[src/rtl/eqs_pkg.sv]
// ----------------------------------------------------------------------------
// eqs_pkg
// Shared types, codes and defaults of the empirical quality sampler.
// ----------------------------------------------------------------------------
package eqs_pkg;

    localparam int DEF_MAX_POSITIONS = 256;
    localparam int DEF_MAX_ENTRIES   = 64;
    localparam int DEF_DIST_SCALE    = 1000000;

    localparam int QUAL_W     = 7;
    localparam int RND_W      = 20;
    localparam int IN_DATA_W  = 112;
    localparam int IN_USER_W  = 3;
    localparam int OUT_DATA_W = 16;
    localparam int PADDR_W    = 5;

    typedef enum logic [1:0] {
        OP_CLEAR  = 2'd0,
        OP_LOAD   = 2'd1,
        OP_SAMPLE = 2'd2,
        OP_NOP    = 2'd3
    } t_op;

    typedef enum logic [1:0] {
        ST_OK    = 2'd0,
        ST_POS   = 2'd1,
        ST_NOENT = 2'd2,
        ST_FULL  = 2'd3
    } t_status;

    typedef enum logic [2:0] {
        REG_SEPARATE = 3'd0,
        REG_SHIFT_1  = 3'd1,
        REG_SHIFT_2  = 3'd2,
        REG_MIN_Q    = 3'd3,
        REG_MAX_Q    = 3'd4
    } t_reg;

    typedef enum logic [2:0] {
        RES_ZERO,
        RES_LOWQ,
        RES_POS,
        RES_NOENT,
        RES_HIT
    } t_res;

    typedef struct packed {
        logic              separate;
        logic signed [7:0] shift_first;
        logic signed [7:0] shift_second;
        logic [6:0]        min_q;
        logic [6:0]        max_q;
    } t_cfg;

    typedef struct packed {
        logic capture;
        logic fill_rd;
        logic mul;
        logic div_init;
        logic div_step;
        logic last_rd;
        logic load_wr;
        logic scan_rd;
        logic scan_first;
        logic clr_wr;
        logic res_set;
        t_res res;
    } t_cmd;

    typedef struct packed {
        t_op  op;
        logic unknown;
        logic pos_bad;
        logic fill_zero;
        logic div_done;
        logic scan_hit;
        logic scan_end;
        logic clr_done;
    } t_sts;

endpackage

[src/rtl/eqs_ctrl.sv]
// ----------------------------------------------------------------------------
// eqs_ctrl
// Sequencer: steps each item through decode, divide, table scan or clear.
// ----------------------------------------------------------------------------
module eqs_ctrl (
    input  logic          i_clk,
    input  logic          i_rst_n,
    input  logic          i_s_valid,
    output logic          o_s_ready,
    input  logic          i_out_free,
    output logic          o_emit,
    output eqs_pkg::t_cmd o_cmd,
    input  eqs_pkg::t_sts i_sts
);
    import eqs_pkg::*;

    typedef enum logic [3:0] {
        S_INIT, S_IDLE, S_DECODE, S_LD_FILL, S_LD_DIV,
        S_SM_FILL, S_SCAN, S_CLEAR, S_DONE
    } t_state;

    t_state r_state, n_state;

    always_ff @(posedge i_clk) begin
        if (!i_rst_n) begin
            r_state <= S_INIT;
        end else begin
            r_state <= n_state;
        end
    end

    always_comb begin
        n_state   = r_state;
        o_cmd     = '0;
        o_cmd.res = RES_ZERO;
        o_s_ready = 1'b0;
        o_emit    = 1'b0;
        unique case (r_state)
            S_INIT: begin
                o_cmd.clr_wr = 1'b1;
                if (i_sts.clr_done) n_state = S_IDLE;
            end
            S_IDLE: begin
                o_s_ready     = 1'b1;
                o_cmd.capture = i_s_valid;
                if (i_s_valid) n_state = S_DECODE;
            end
            S_DECODE: begin
                case (i_sts.op)
                    OP_NOP: begin
                        o_cmd.res_set = 1'b1;
                        n_state       = S_DONE;
                    end
                    OP_CLEAR: n_state = S_CLEAR;
                    default: begin
                        if (i_sts.unknown) begin
                            o_cmd.res_set = 1'b1;
                            o_cmd.res     = RES_LOWQ;
                            n_state       = S_DONE;
                        end else if (i_sts.pos_bad) begin
                            o_cmd.res_set = 1'b1;
                            o_cmd.res     = RES_POS;
                            n_state       = S_DONE;
                        end else begin
                            o_cmd.fill_rd = 1'b1;
                            if (i_sts.op == OP_LOAD) begin
                                o_cmd.mul = 1'b1;
                                n_state   = S_LD_FILL;
                            end else begin
                                n_state = S_SM_FILL;
                            end
                        end
                    end
                endcase
            end
            S_LD_FILL: begin
                o_cmd.div_init = 1'b1;
                o_cmd.last_rd  = 1'b1;
                n_state        = S_LD_DIV;
            end
            S_LD_DIV: begin
                if (i_sts.div_done) begin
                    o_cmd.load_wr = 1'b1;
                    n_state       = S_DONE;
                end else begin
                    o_cmd.div_step = 1'b1;
                end
            end
            S_SM_FILL: begin
                if (i_sts.fill_zero) begin
                    o_cmd.res_set = 1'b1;
                    o_cmd.res     = RES_POS;
                    n_state       = S_DONE;
                end else begin
                    o_cmd.scan_rd    = 1'b1;
                    o_cmd.scan_first = 1'b1;
                    n_state          = S_SCAN;
                end
            end
            S_SCAN: begin
                if (i_sts.scan_hit) begin
                    o_cmd.res_set = 1'b1;
                    o_cmd.res     = RES_HIT;
                    n_state       = S_DONE;
                end else if (i_sts.scan_end) begin
                    o_cmd.res_set = 1'b1;
                    o_cmd.res     = RES_NOENT;
                    n_state       = S_DONE;
                end else begin
                    o_cmd.scan_rd = 1'b1;
                end
            end
            S_CLEAR: begin
                o_cmd.clr_wr = 1'b1;
                if (i_sts.clr_done) begin
                    o_cmd.res_set = 1'b1;
                    n_state       = S_DONE;
                end
            end
            S_DONE: begin
                if (i_out_free) begin
                    o_emit  = 1'b1;
                    n_state = S_IDLE;
                end
            end
            default: n_state = S_INIT;
        endcase
    end

endmodule

[config.mk]
export PLATFORM = sky130hd
export DESIGN_NAME = eqs_ctrl
export DESIGN_NICKNAME = d
export VERILOG_FILES = /design/src/rtl/eqs_pkg.sv /design/src/rtl/eqs_ctrl.sv
export SDC_FILE = /design/constraint.sdc
export NUM_CORES = 1
export LEC_CHECK = 0
export BUFFER_PORTS_ARGS = -buffer_cell sky130_fd_sc_hd__buf_2
export CAP_MARGIN = 10
export CORE_MARGIN = 4
export CORE_UTILIZATION = 25
export CTS_CLUSTER_DIAMETER = 150
export CTS_CLUSTER_SIZE = 8
export DETAILED_ROUTE_END_ITERATION = 8
export PLACE_DENSITY = 0.61
export RECOVER_POWER = 25
export SLEW_MARGIN = 20
export SYNTH_ARGS = -nofsm -noshare
export SYNTH_HDL_FRONTEND = slang
export SYNTH_SLANG_ARGS = --single-unit
export TNS_END_PERCENT = 100
[constraint.sdc]
create_clock -name i_clk -period 1.9 [get_ports i_clk]
set_clock_uncertainty 0.2 [all_clocks]
set_input_delay 0.38 -clock i_clk [delete_from_list [all_inputs] [get_ports i_clk]]
set_output_delay 0.38 -clock i_clk [all_outputs]
set_load 0.03 [all_outputs]
== Word level (Yosys, flattened, before mapping) ==
Index checks and enable logic that the tools add are counted.

* Input port bits: 13
* Flip-flop bits (word level): 4
* Logic and storage cells: 65
* Output and inout bits: 16

* Mux-type cells: 43
* Reduce and logical (&&, ||, !) cells: 5
* Equality and inequality tests: 16

{| class="wikitable"
|+ Operators by type and width
! operator !! count
|-
| 4-bit two-way mux || 15
|-
| 4-bit case mux with 9 select lines || 1
|-
| 4-bit by 3-bit equality test with 1-bit output, second input constant || 4
|-
| 1-bit two-way mux || 15
|-
| 2-bit two-way mux || 5
|-
| 2-bit inequality test, second input constant || 5
|-
| 3-bit case mux with 3 select lines || 1
|-
| 4-bit by 2-bit equality test with 1-bit output, second input constant || 2
|-
| 4-bit case mux with 2 select lines || 1
|-
| 3-bit two-way mux || 2
|-
| 6-bit AND reduction || 1
|-
| 4-bit by 1-bit equality test with 1-bit output, second input constant || 1
|-
| 4-bit equality test, second input constant || 1
|-
| 4-bit logical NOT || 1
|-
| 1-bit case mux with 2 select lines || 2
|-
| 1-bit case mux with 4 select lines || 1
|-
| 2-bit OR reduction || 2
|-
| 3-bit inequality test, second input constant || 1
|-
| 2-bit by 1-bit equality test with 1-bit output, second input constant || 1
|-
| 2-bit equality test, second input constant || 1
|-
| 2-bit logical NOT || 1
|}

== Depth between registers and ports, before layout ==
Gate-level depths: netlist (run 1).

* Depth in word-level cells: 6
* Depth in mapped cells: 7
* Mapped depth without buffers: 6

== Worst setup path before layout (run 1) ==
Ideal clock, no wire load.

* Path type: input to output
* Start point: in i_sts[8] (netlist bit)
* End point: out o_cmd[3] (netlist bit)
* Stages: 7
* Setup slack: -0.770 ns
* Path buffers: 1
* Arrival time: 2.090 ns
* Path through: inv_1 ha_1 clkbuf_1 nor2_1 a211oi_1 nor2_1 a311oi_1

{| class="wikitable"
|+ RTL lines
! what !! line !! source
|-
| start: declaration || eqs_ctrl.sv:13 || <nowiki>input eqs_pkg::t_sts i_sts</nowiki>
|-
| end: declaration || eqs_ctrl.sv:12 || <nowiki>output eqs_pkg::t_cmd o_cmd,</nowiki>
|}

==> impl_metrics.py, run 1 <==
metrics = {
    "outcome": {
        "status": "complete, but fails checks",
        "violations": "negative setup slack",
    },
    "sta": {
        "slew_headroom_pct": 79.2,
        "grt_setup_unrepaired": "true",
        "slew_violations": 0,
        "worst_hold_slack_ps": 218,
        "max_clock_freq_mhz": 483,
        "setup_violations": 15,
        "fin_crit_ps": 2070,
        "setup_tns_ps": -1260,
        "period_share_pct": 109,
        "tightest_slew_ps": 309,
        "setup_ws_ps": -170,
        "hold_viol_final": 0,
    },
    "cts": {
        "clockRootBuffer": "clkbuf_4",
        "htreeDepth": 1,
        "clk_pin_slew_worst_paths_ps": 30,
        "clock_sinks": 4,
        "clockBufferDepth": 2,
        "cts_tree": "yes",
        "numCtsBuffers": 3,
        "clkLatencyLatePin_ps": 230,
    },
    "placement": {
        "place_area_sq_um": 1010,
        "dp.cells": 154,
        "hpwlAfterDp_mm": 1.73,
        "io_buffers": 28,
        "gp_congestion": 0.789,
    },
    "layout": {
        "top_regs": "r_state x4",
        "largest_reg_flops": 4,
        "top_register": "r_state",
        "final_layout_size_suffix_gt1_share_pct": 75.0,
        "design_area_sq_um": 1440,
        "num-nets-final": 158,
        "diodes": 0,
        "layoutNonFillerInstCount": 168,
        "area_growth_pct": 130,
        "fill_cells": 171,
    },
    "drt": {
        "wl_per_cell_um": 15.7,
        "num_vias": 884,
        "drt_pass1_iterations": 4,
        "drtIter0Drc": 21,
        "antenna_left": 0,
        "vias_per_cell": 5.26,
        "drcViolationCount": 0,
        "wirelength_mm": 2.65,
    },
    "global_routing": {
        "antenna_found_initial": 0,
        "grt_pass1_wl_mm": 3.84,
        "overflow": 0,
        "grt_max_degree": 14,
        "first_global_vias": 827,
        "track_usage_pct": 14.1,
    },
    "logic_synthesis": {
        "yosys.area.top_type": "dfxtp_1",
        "synth.distinct_cells": 41,
        "syn_avg_cell_area_sq_um": 7.54,
        "postSynth.asyncResetShare_pct": 0,
        "synth_top_area_share_pct": 12.8,
        "synth_area_leaders": "dfxtp_1 (13%), ha_1 (6.0%), nor2_1 (5.4%)",
        "yosysWarnings": 0,
        "netlist_instances": 83,
        "ys_seq_elements": 4,
        "synth_edf_count": 0,
        "ys_seq_area_share_pct": 12.8,
        "netlist_area_sq_um": 626,
        "syn_nets": 99,
        "synth_flop_cell": "dfxtp_1",
        "synth.most_common_cell": "nor2_1",
    },
    "job": {
        "maxCapViolations": 0,
    },
    "floorplanning": {
        "dieHeight_um": 58.0,
        "rows": 17,
        "fp.coreArea_sq_um": 2300,
        "die_w_um": 58.0,
        "io_pins": 29,
        "dieArea_sq_um": 3370,
        "start_util_pct": 27.2,
    },
    "hold_path": {
        "hold_path.class": "input port to flip-flop",
    },
    "setup_path": {
        "end_kind": "primary output",
        "critPathKind": "input port to primary output",
        "cp.arrival_ps": 1490,
        "startpoint_type": "input port",
        "crit_required_ps": 1320,
        "critPathMaxFanout": 4,
    },
    "power": {
        "vdd_drop_max_mv": 0.844,
        "leakagePower_nw": 0.611,
        "powerDensity_nw_per_um2": 960,
        "total_power_w": 0.00138,
    },
}
==> layout make-up <==
type | instances | area, sq um | area share, %
Sequential cell | 4 | 90.1 | 6.27
Multi-Input combinational cell | 69 | 718 | 50.0
Tap cell | 28 | 35.0 | 2.44
Timing Repair Buffer | 60 | 552 | 38.4
Clock buffer | 3 | 22.5 | 1.57
Inverter | 4 | 20.0 | 1.39
==> layer usage <==
metal / wire (um) / share of wire [%] / track usage, %
met4: 29 / 1.1 / 1.99
met3: 111 / 4.2 / 1.34
met1: 1020 / 39 / 18.0
met2: 1490 / 56 / 26.1
met5: 0 / 0 / 0
==> layout by cell type (no fill, tap or decap), types with 2 or more instances in the layout <==
| master | Yosys | layout |
|---|---|---|
| nor4_4 | 0 | 2 |
| mux2i_1 | 2 | 2 |
| buf_8 | 0 | 3 |
| clkbuf_4 | 0 | 4 |
| nor4b_4 | 0 | 2 |
| buf_6 | 1 | 19 |
| and3_1 | 3 | 2 |
| o41ai_2 | 2 | 2 |
| and2_4 | 0 | 2 |
| o21ai_1 | 0 | 3 |
| nor2_1 | 9 | 3 |
| a21oi_1 | 4 | 3 |
| buf_4 | 1 | 22 |
| nand2_1 | 4 | 3 |
| buf_12 | 0 | 3 |
| dfxtp_4 | 0 | 2 |
| nor2_4 | 0 | 5 |
| ha_1 | 3 | 2 |
| dfxtp_2 | 0 | 2 |
| inv_4 | 0 | 2 |
| inv_1 | 4 | 2 |
| nor2b_1 | 4 | 2 |
| buf_2 | 2 | 12 |
==> what timing repair did <==
item	in CTS	in global routing
hold buffers	0	0
buffers inserted	3	10
resized for setup	57	30
pin swaps	17	11
endpoints found under the setup margin	15	19
==> worst max-delay path, cell delays in order <==
cell and delay [ps]:
buf_8 80, inv_4 30, ha_4 300, nor2_4 40, a211oi_4 190, nor2_2 70, a311oi_4 220, buf_6 170
==> metrics by stage <==
step | util [%] | worst slack [ps]
final | 62.6 | -170
after global routing | 62.6 | -206
after CTS | 54.7 | -287
after detailed placement | 43.9 | -373
after global placement | 43.9 | -338
after floorplan | - | -193
==> path summary, 6_finish.rpt <==
path              slack, ps               startpoint                       to  cells after the start
setup / recovery       -170                 i_sts[8]                 o_cmd[3]                      8
hold / removal          220                  i_rst_n  r_state[0]$_SDFFE_PN0P_                      3
setup reg to reg        -70  r_state[3]$_SDFFE_PN0P_  r_state[3]$_SDFFE_PN0P_                      6
hold reg to reg         450  r_state[2]$_SDFFE_PN0P_  r_state[2]$_SDFFE_PN0P_                      3
==> where the power goes <==
part           leakage [nW]  internal (W)  total (W)  switching, W
clock network        0.0138     0.0000704   0.000102     0.0000313
registers            0.0350      0.000117   0.000155     0.0000374
logic                 0.562      0.000583    0.00112      0.000540
==> logic make-up (layout without fill, tap and decap cells) <==
family / count (synthesis) / in the layout / share of synthesized area, %
AOI/OAI and AO/OA: 21 / 21 / 26.6
adders and majority gates: 3 / 3 / 6.00
muxes: 2 / 2 / 3.20
and+or+nand+nor: 43 / 43 / 43.2
buffers and inverters: 10 / 67 / 8.20
DFF: 4 / 4 / 12.8
(Power assumes the default switching activity.)
==> inputs of run 2 (changes only) <==
--- a/config.mk
+++ b/config.mk
@@ -5,8 +5,9 @@
 export SDC_FILE = /design/constraint.sdc
 export NUM_CORES = 1
 export LEC_CHECK = 0
+export ABC_AREA = 1
 export BUFFER_PORTS_ARGS = -buffer_cell sky130_fd_sc_hd__buf_2
-export CAP_MARGIN = 10
+export CAP_MARGIN = 20
 export CORE_MARGIN = 4
 export CORE_UTILIZATION = 25
 export CTS_CLUSTER_DIAMETER = 150
==> constraint.sdc (replaced) <==
create_clock -name i_clk -period 1.9 [get_ports i_clk]
set_clock_uncertainty 0.2 [all_clocks]
set_input_delay 0.38 -clock i_clk [delete_from_list [all_inputs] [get_ports i_clk]]
set_output_delay 0.38 -clock i_clk [all_outputs]
set_load 0.01 [all_outputs]
==> impl_metrics.py, run 2 <==
metrics = {
    "layout": {
        "area_growth_pct": 61.9,
        "layoutNonFillerInstCount": 184,
        "top_register": "r_state",
        "largest_reg_flops": 4,
        "final_common_cell": "buf_2",
        "final_layout_size_suffix_gt1_share_pct": 52.6,
        "top_regs": "r_state x4",
        "final_cell_mix": "buf_2 (28), nand2_1 (23), inv_1 (18)",
        "diodes": 0,
        "num-nets-final": 174,
    },
    "cts": {
        "numCtsBuffers": 3,
        "clockBufferDepth": 2,
        "htreeDepth": 1,
        "cts_tree": "yes",
        "clock_sinks": 4,
        "clkLatencyLatePin_ps": 240,
        "clk_pin_slew_worst_paths_ps": 40,
        "clockRootBuffer": "clkbuf_4",
    },
    "drt": {
        "wl_per_cell_um": 10.2,
        "drcViolationCount": 0,
        "drtIter0Drc": 6,
        "antenna_left": 0,
        "wirelength_mm": 1.87,
        "drt_pass1_iterations": 4,
        "num_vias": 839,
        "vias_per_cell": 4.56,
    },
    "placement": {
        "gp_congestion": 0.882,
        "hpwlAfterDp_mm": 1.51,
        "io_buffers": 28,
        "dp.cells": 171,
    },
    "hold_path": {
        "min_path_cells": 3,
        "holdCritStartpoint": "i_rst_n",
        "holdPathEnd": "r_state[0]$_SDFFE_PN0P_",
        "hold_path.class": "input port to flip-flop",
    },
    "setup_path": {
        "end_kind": "primary output",
        "crit_required_ps": 1320,
        "startpoint_type": "flip-flop",
        "cp_slowest_cell": "dfxtp_4",
        "cp.arrival_ps": 1330,
        "crit_start": "r_state[0]$_SDFFE_PN0P_",
        "critPathMaxFanout": 5,
        "critPathMaxStageDelay_ps": 360,
        "cp_num_buf_inv": 2,
        "reg2regPathDepth": 7,
        "crit_chain": "inv_4 -> nand2_4 -> nor2_4 -> nand2_2 -> o311ai_2 -> buf_2",
        "reg2reg_to": "r_state[0]$_SDFFE_PN0P_",
        "r2r_slack_ps": 340,
        "timing.rr.start": "r_state[0]$_SDFFE_PN0P_",
        "critPathKind": "flip-flop to primary output",
        "crit_family": "flip-flops",
    },
    "logic_synthesis": {
        "ys_seq_elements": 4,
        "synth_flop_cell": "dfxtp_1",
        "synth_top_area_share_pct": 15.8,
        "synth_xor_area_share_pct": 0,
        "syn_nets": 127,
        "synth_compound_area_share_pct": 12.8,
        "yosysWarnings": 0,
        "synth.most_common_cell": "nand2_1",
        "yosys.area.top_type": "nand2_1",
        "ys_seq_area_share_pct": 13.0,
        "netlist_area_sq_um": 617,
        "syn_avg_cell_area_sq_um": 5.56,
        "postSynth.asyncResetShare_pct": 0,
        "synth.distinct_cells": 22,
        "synth_area_leaders": "nand2_1 (16%), dfxtp_1 (13%), inv_1 (13%)",
        "synthTopCellsByCount": "nand2_1 (26), inv_1 (21), nor2_1 (15)",
        "netlist_instances": 111,
        "synthAdderAreaFrac_pct": 6.09,
        "synth_top_family_by_area": "simple AND/OR/NAND/NOR gates",
        "synth_edf_count": 0,
        "synth_simple_gate_area_share_pct": 51.7,
        "synthMuxAreaShare_pct": 0,
    },
    "sta": {
        "slew_headroom_pct": 80.3,
        "setup_violations": 1,
        "max_clock_freq_mhz": 523,
        "grt_setup_unrepaired": "true",
        "period_share_pct": 101,
        "fin_crit_ps": 1910,
        "setup_tns_ps": -12.8,
        "hold_viol_final": 0,
        "setup_ws_ps": -12.8,
        "tightest_slew_ps": 295,
        "slew_violations": 0,
    },
    "floorplanning": {
        "rows": 17,
        "dieArea_sq_um": 3330,
        "io_pins": 29,
        "dieHeight_um": 57.7,
        "start_util_pct": 27.1,
        "die_w_um": 57.7,
        "fp.coreArea_sq_um": 2280,
    },
    "power": {
        "pwr-share-seq_pct": 17.6,
        "p_int_w": 0.000498,
        "powerDensity_nw_per_um2": 963,
        "vdd_drop_max_mv": 0.374,
        "combPwrFrac_pct": 71.5,
        "p_sw_w": 0.000464,
        "p_sw_share_pct": 48.3,
        "leakagePower_nw": 0.598,
        "p_clk_share_pct": 10.9,
    },
    "global_routing": {
        "first_global_vias": 773,
        "antenna_found_initial": 0,
        "track_usage_pct": 11.5,
        "overflow": 0,
        "grt_pass1_wl_mm": 3.17,
        "grt_max_degree": 8,
    },
    "outcome": {
        "violations": "negative setup slack",
        "status": "complete, but fails checks",
    },
    "job": {
        "maxCapViolations": 0,
    },
}
-- run 2: layer usage --
metal	wire, um	track usage [%]	share of wire (%)
met4	0	2.98	0
met3	119	2.45	6.4
met5	0	0	0
met2	969	21.0	52
met1	783	13.6	42
-- run 2: worst max-delay path by stage --
stage               slack [ps]  cells past startpoint       end
floorplan                  180                      4  o_cmd[0]
global placement           -60                      8  o_cmd[3]
detailed placement        -110                      8  o_cmd[3]
CTS                        -10                      6  o_cmd[1]
global route              -110                      6  o_cmd[1]
finish                     -10                      6  o_cmd[1]
-- run 2: kinds of logic after synthesis --
group	after synthesis
and+or+nand+nor	66
buffers and inverters	26
AOI/OAI and AO/OA	12
DFF	4
adders and majority gates	3
-- run 2: final cells by class --
class                           instances  area [sq um]
Inverter                               25           101
Clock buffer                            3          22.5
Timing Repair Buffer                   43           253
Fill cell                             254          1280
Multi-Input combinational cell         81           494
Sequential cell                         4          92.6
Tap cell                               28          35.0
-- run 2: worst reg2reg max path, stage by stage, from the launching register on --
cell,delay [ps]
dfxtp_4,360
buf_4,130
nor2_2,260
nand3_1,150
nand3_1,100
nor2_1,70
o21ai_1,130
nor2_1,60
-- run 2: power groups by stage --
stage / Clock, W / Sequential [W] / Combinational [W]
after floorplan: 0 / 0.000146 / 0.000367
after global placement: 0 / 0.000153 / 0.000517
after detailed placement: 0 / 0.000154 / 0.000524
after CTS: 0.000108 / 0.000164 / 0.000553
after global routing: 0.000114 / 0.000176 / 0.000772
final: 0.000105 / 0.000169 / 0.000688
-- run 2: metrics by stage --
step / hold slack, ps / util, % / cell area (sq um) / power (W) / worst slack, ps
2_1_floorplan: 287 / - / 617 / 0.000513 / 184
3_3_place_gp: 310 / 36.1 / 822 / 0.000670 / -55.0
3_5_place_dp: 333 / 36.1 / 822 / 0.000679 / -111
4_1_cts: 189 / 39.1 / 891 / 0.000825 / -12.6
5_1_grt: 253 / 43.9 / 998 / 0.00106 / -109
6_report: 215 / 43.9 / 998 / 0.000962 / -12.8
-- run 2: timing repair --
item / in CTS / in global routing
gates resized for setup: 12 / 17
setup buffers: 2 / 8
hold buffers: 0 / 0
pin swaps: 1 / 5
cloned: 0 / 0
setup endpoints to repair: 6 / 10
==> inputs of run 3 (changes only) <==
--- a/config.mk
+++ b/config.mk
@@ -13,7 +13,7 @@
 export CTS_CLUSTER_DIAMETER = 150
 export CTS_CLUSTER_SIZE = 8
 export DETAILED_ROUTE_END_ITERATION = 8
-export PLACE_DENSITY = 0.61
+export PLACE_DENSITY = 0.59
 export RECOVER_POWER = 25
 export SLEW_MARGIN = 20
 export SYNTH_ARGS = -nofsm -noshare
==> constraint.sdc (replaced) <==
create_clock -name i_clk -period 2.3 [get_ports i_clk]
set_clock_uncertainty 0.2 [all_clocks]
set_input_delay 0.46 -clock i_clk [delete_from_list [all_inputs] [get_ports i_clk]]
set_output_delay 0.46 -clock i_clk [all_outputs]
set_load 0.01 [all_outputs]
==> impl_metrics.py, run 3 (synthesized netlist as in run 2, its figures left out) <==
metrics = {
    "outcome": {
        "status": "completed",
    },
    "setup_path": {
        "timing.rr.start": "r_state[1]$_SDFFE_PN0P_",
        "crit_start": "i_sts[7]",
        "critPathKind": "input port to primary output",
        "cp.arrival_ps": 1500,
        "r2r_slack_ps": 700,
        "critPathMaxFanout": 6,
        "end_kind": "primary output",
        "reg2regPathDepth": 7,
        "startpoint_type": "input port",
        "crit_required_ps": 1640,
    },
    "floorplanning": {
        "start_util_pct": 27.1,
        "dieHeight_um": 57.7,
        "dieArea_sq_um": 3330,
        "io_pins": 29,
        "rows": 17,
        "fp.coreArea_sq_um": 2280,
        "die_w_um": 57.7,
    },
    "placement": {
        "place_area_sq_um": 785,
        "hpwlAfterDp_mm": 1.52,
        "gp_congestion": 0.861,
        "io_buffers": 28,
    },
    "global_routing": {
        "first_global_vias": 770,
        "grt_pass1_wl_mm": 3.09,
        "top_usage_layer": "met2",
        "met2_usage_pct": 20.5,
        "grt_util_met1_pct": 13.0,
        "track_usage_pct": 11.3,
        "overflow": 0,
        "grtUsageMet3_pct": 3.56,
        "antenna_found_initial": 0,
        "grt_max_degree": 8,
    },
    "cts": {
        "clock_sinks": 4,
        "post_cts_buffers": 0,
        "clockBufferDepth": 2,
        "ctsResizeCount": 0,
        "clkLatencyLatePin_ps": 230,
        "htreeDepth": 1,
        "clockRootBuffer": "clkbuf_4",
        "clk_pin_slew_worst_paths_ps": 30,
        "cts_tree": "yes",
        "numCtsBuffers": 3,
        "holdBufCountCts": 0,
    },
    "power": {
        "p_sw_share_pct": 52.4,
        "combPwrFrac_pct": 65.0,
        "pwr-share-seq_pct": 20.9,
        "powerDensity_nw_per_um2": 767,
        "vdd_drop_max_mv": 0.336,
        "p_clk_share_pct": 14.1,
        "p_int_w": 0.000293,
        "total_power_w": 0.000614,
        "p_sw_w": 0.000322,
        "leakagePower_nw": 0.510,
    },
    "hold_path": {
        "hold_path.class": "input port to flip-flop",
        "min_path_cells": 3,
        "holdCritStartpoint": "i_rst_n",
    },
    "drt": {
        "drcViolationCount": 0,
        "drtIter0Drc": 13,
        "wirelength_mm": 1.70,
        "wl_per_cell_um": 10.1,
        "vias_per_cell": 4.41,
        "drt_pass1_iterations": 4,
        "antenna_left": 0,
        "num_vias": 746,
    },
    "layout": {
        "postLayoutCoreUtil_pct": 35.2,
        "num-nets-final": 159,
        "top_regs": "r_state x4",
        "largest_reg_flops": 4,
        "top_register": "r_state",
        "final_layout_size_suffix_gt1_share_pct": 34.0,
        "diodes": 0,
        "design_area_sq_um": 801,
        "final_common_cell": "buf_2",
        "final_cell_mix": "buf_2 (28), nand2_1 (26), inv_1 (21)",
        "fill_cells": 265,
        "area_growth_pct": 29.8,
    },
    "job": {
        "maxCapViolations": 0,
    },
    "sta": {
        "tightest_slew_ps": 430,
        "slew_violations": 0,
        "setup_violations": 0,
        "setup_tns_ps": 0,
        "period_share_pct": 93.9,
        "slew_headroom_pct": 71.2,
        "max_clock_freq_mhz": 463,
        "hold_viol_final": 0,
        "fin_crit_ps": 2160,
        "grt_setup_unrepaired": "false",
        "worst_hold_slack_ps": 285,
    },
}
==> run 3: changes by cell type in the layout (fill, tap and decap cells not counted), moves of 3 or more <==
cell     delta
inv_1       +3
nor2_1      +4
dfxtp_4     -3
buf_4      -15
nand2_1     +3
dfxtp_1     +4
inv_4       -3
==> run 3: power groups by stage <==
stage	clock network, W	logic, W	registers (W)
floorplan	0	0.000303	0.000121
global placement	0	0.000402	0.000131
detailed placement	0	0.000410	0.000132
CTS	0.0000910	0.000412	0.000131
global route	0.0000997	0.000451	0.000134
finish	0.0000864	0.000400	0.000128
==> run 3: final cells by class <==
cell class / count / area [sq um] / share of cell area (%)
multi-input cells: 81 / 429 / 53.6
repair buffers: 28 / 140 / 17.5
inverters: 25 / 93.8 / 11.7
flip-flops and latches: 4 / 80.1 / 10.0
well taps: 28 / 35.0 / 4.38
clock buffers: 3 / 22.5 / 2.81
==> run 3: worst paths after layout <==
| check | to |
|---|---|
| worst max-delay path | o_cmd[3] |
| worst min-delay path | r_state[0]$_SDFFE_PN0P_ |
| worst max register to register | r_state[1]$_SDFFE_PN0P_ |
| worst min register to register | r_state[2]$_SDFFE_PN0P_ |
==> run 3: stage by stage <==
stage / setup slack [ps] / std cells
final: 141 / 169
after global placement: 162 / 166
after global routing: 18.5 / 169
after CTS: 108 / 169
after detailed placement: 132 / 166
after floorplan: 424 / 111
==> run 3: metal layers <==
metal	wire length, um	up-vias	part of all wire (%)
met5	0	-	0
met4	9	0	0.53
met3	126	3	7.4
met2	834	24	49
met1	729	315	43
li1	-	404	-
==> run 3: worst max-delay path, stage by stage <==
cell       delay (ps)
buf_2             100
inv_1              40
ha_1              350
nand2_1           110
o21ai_1            70
nand2_1            80
o2111ai_1         110
buf_2             160
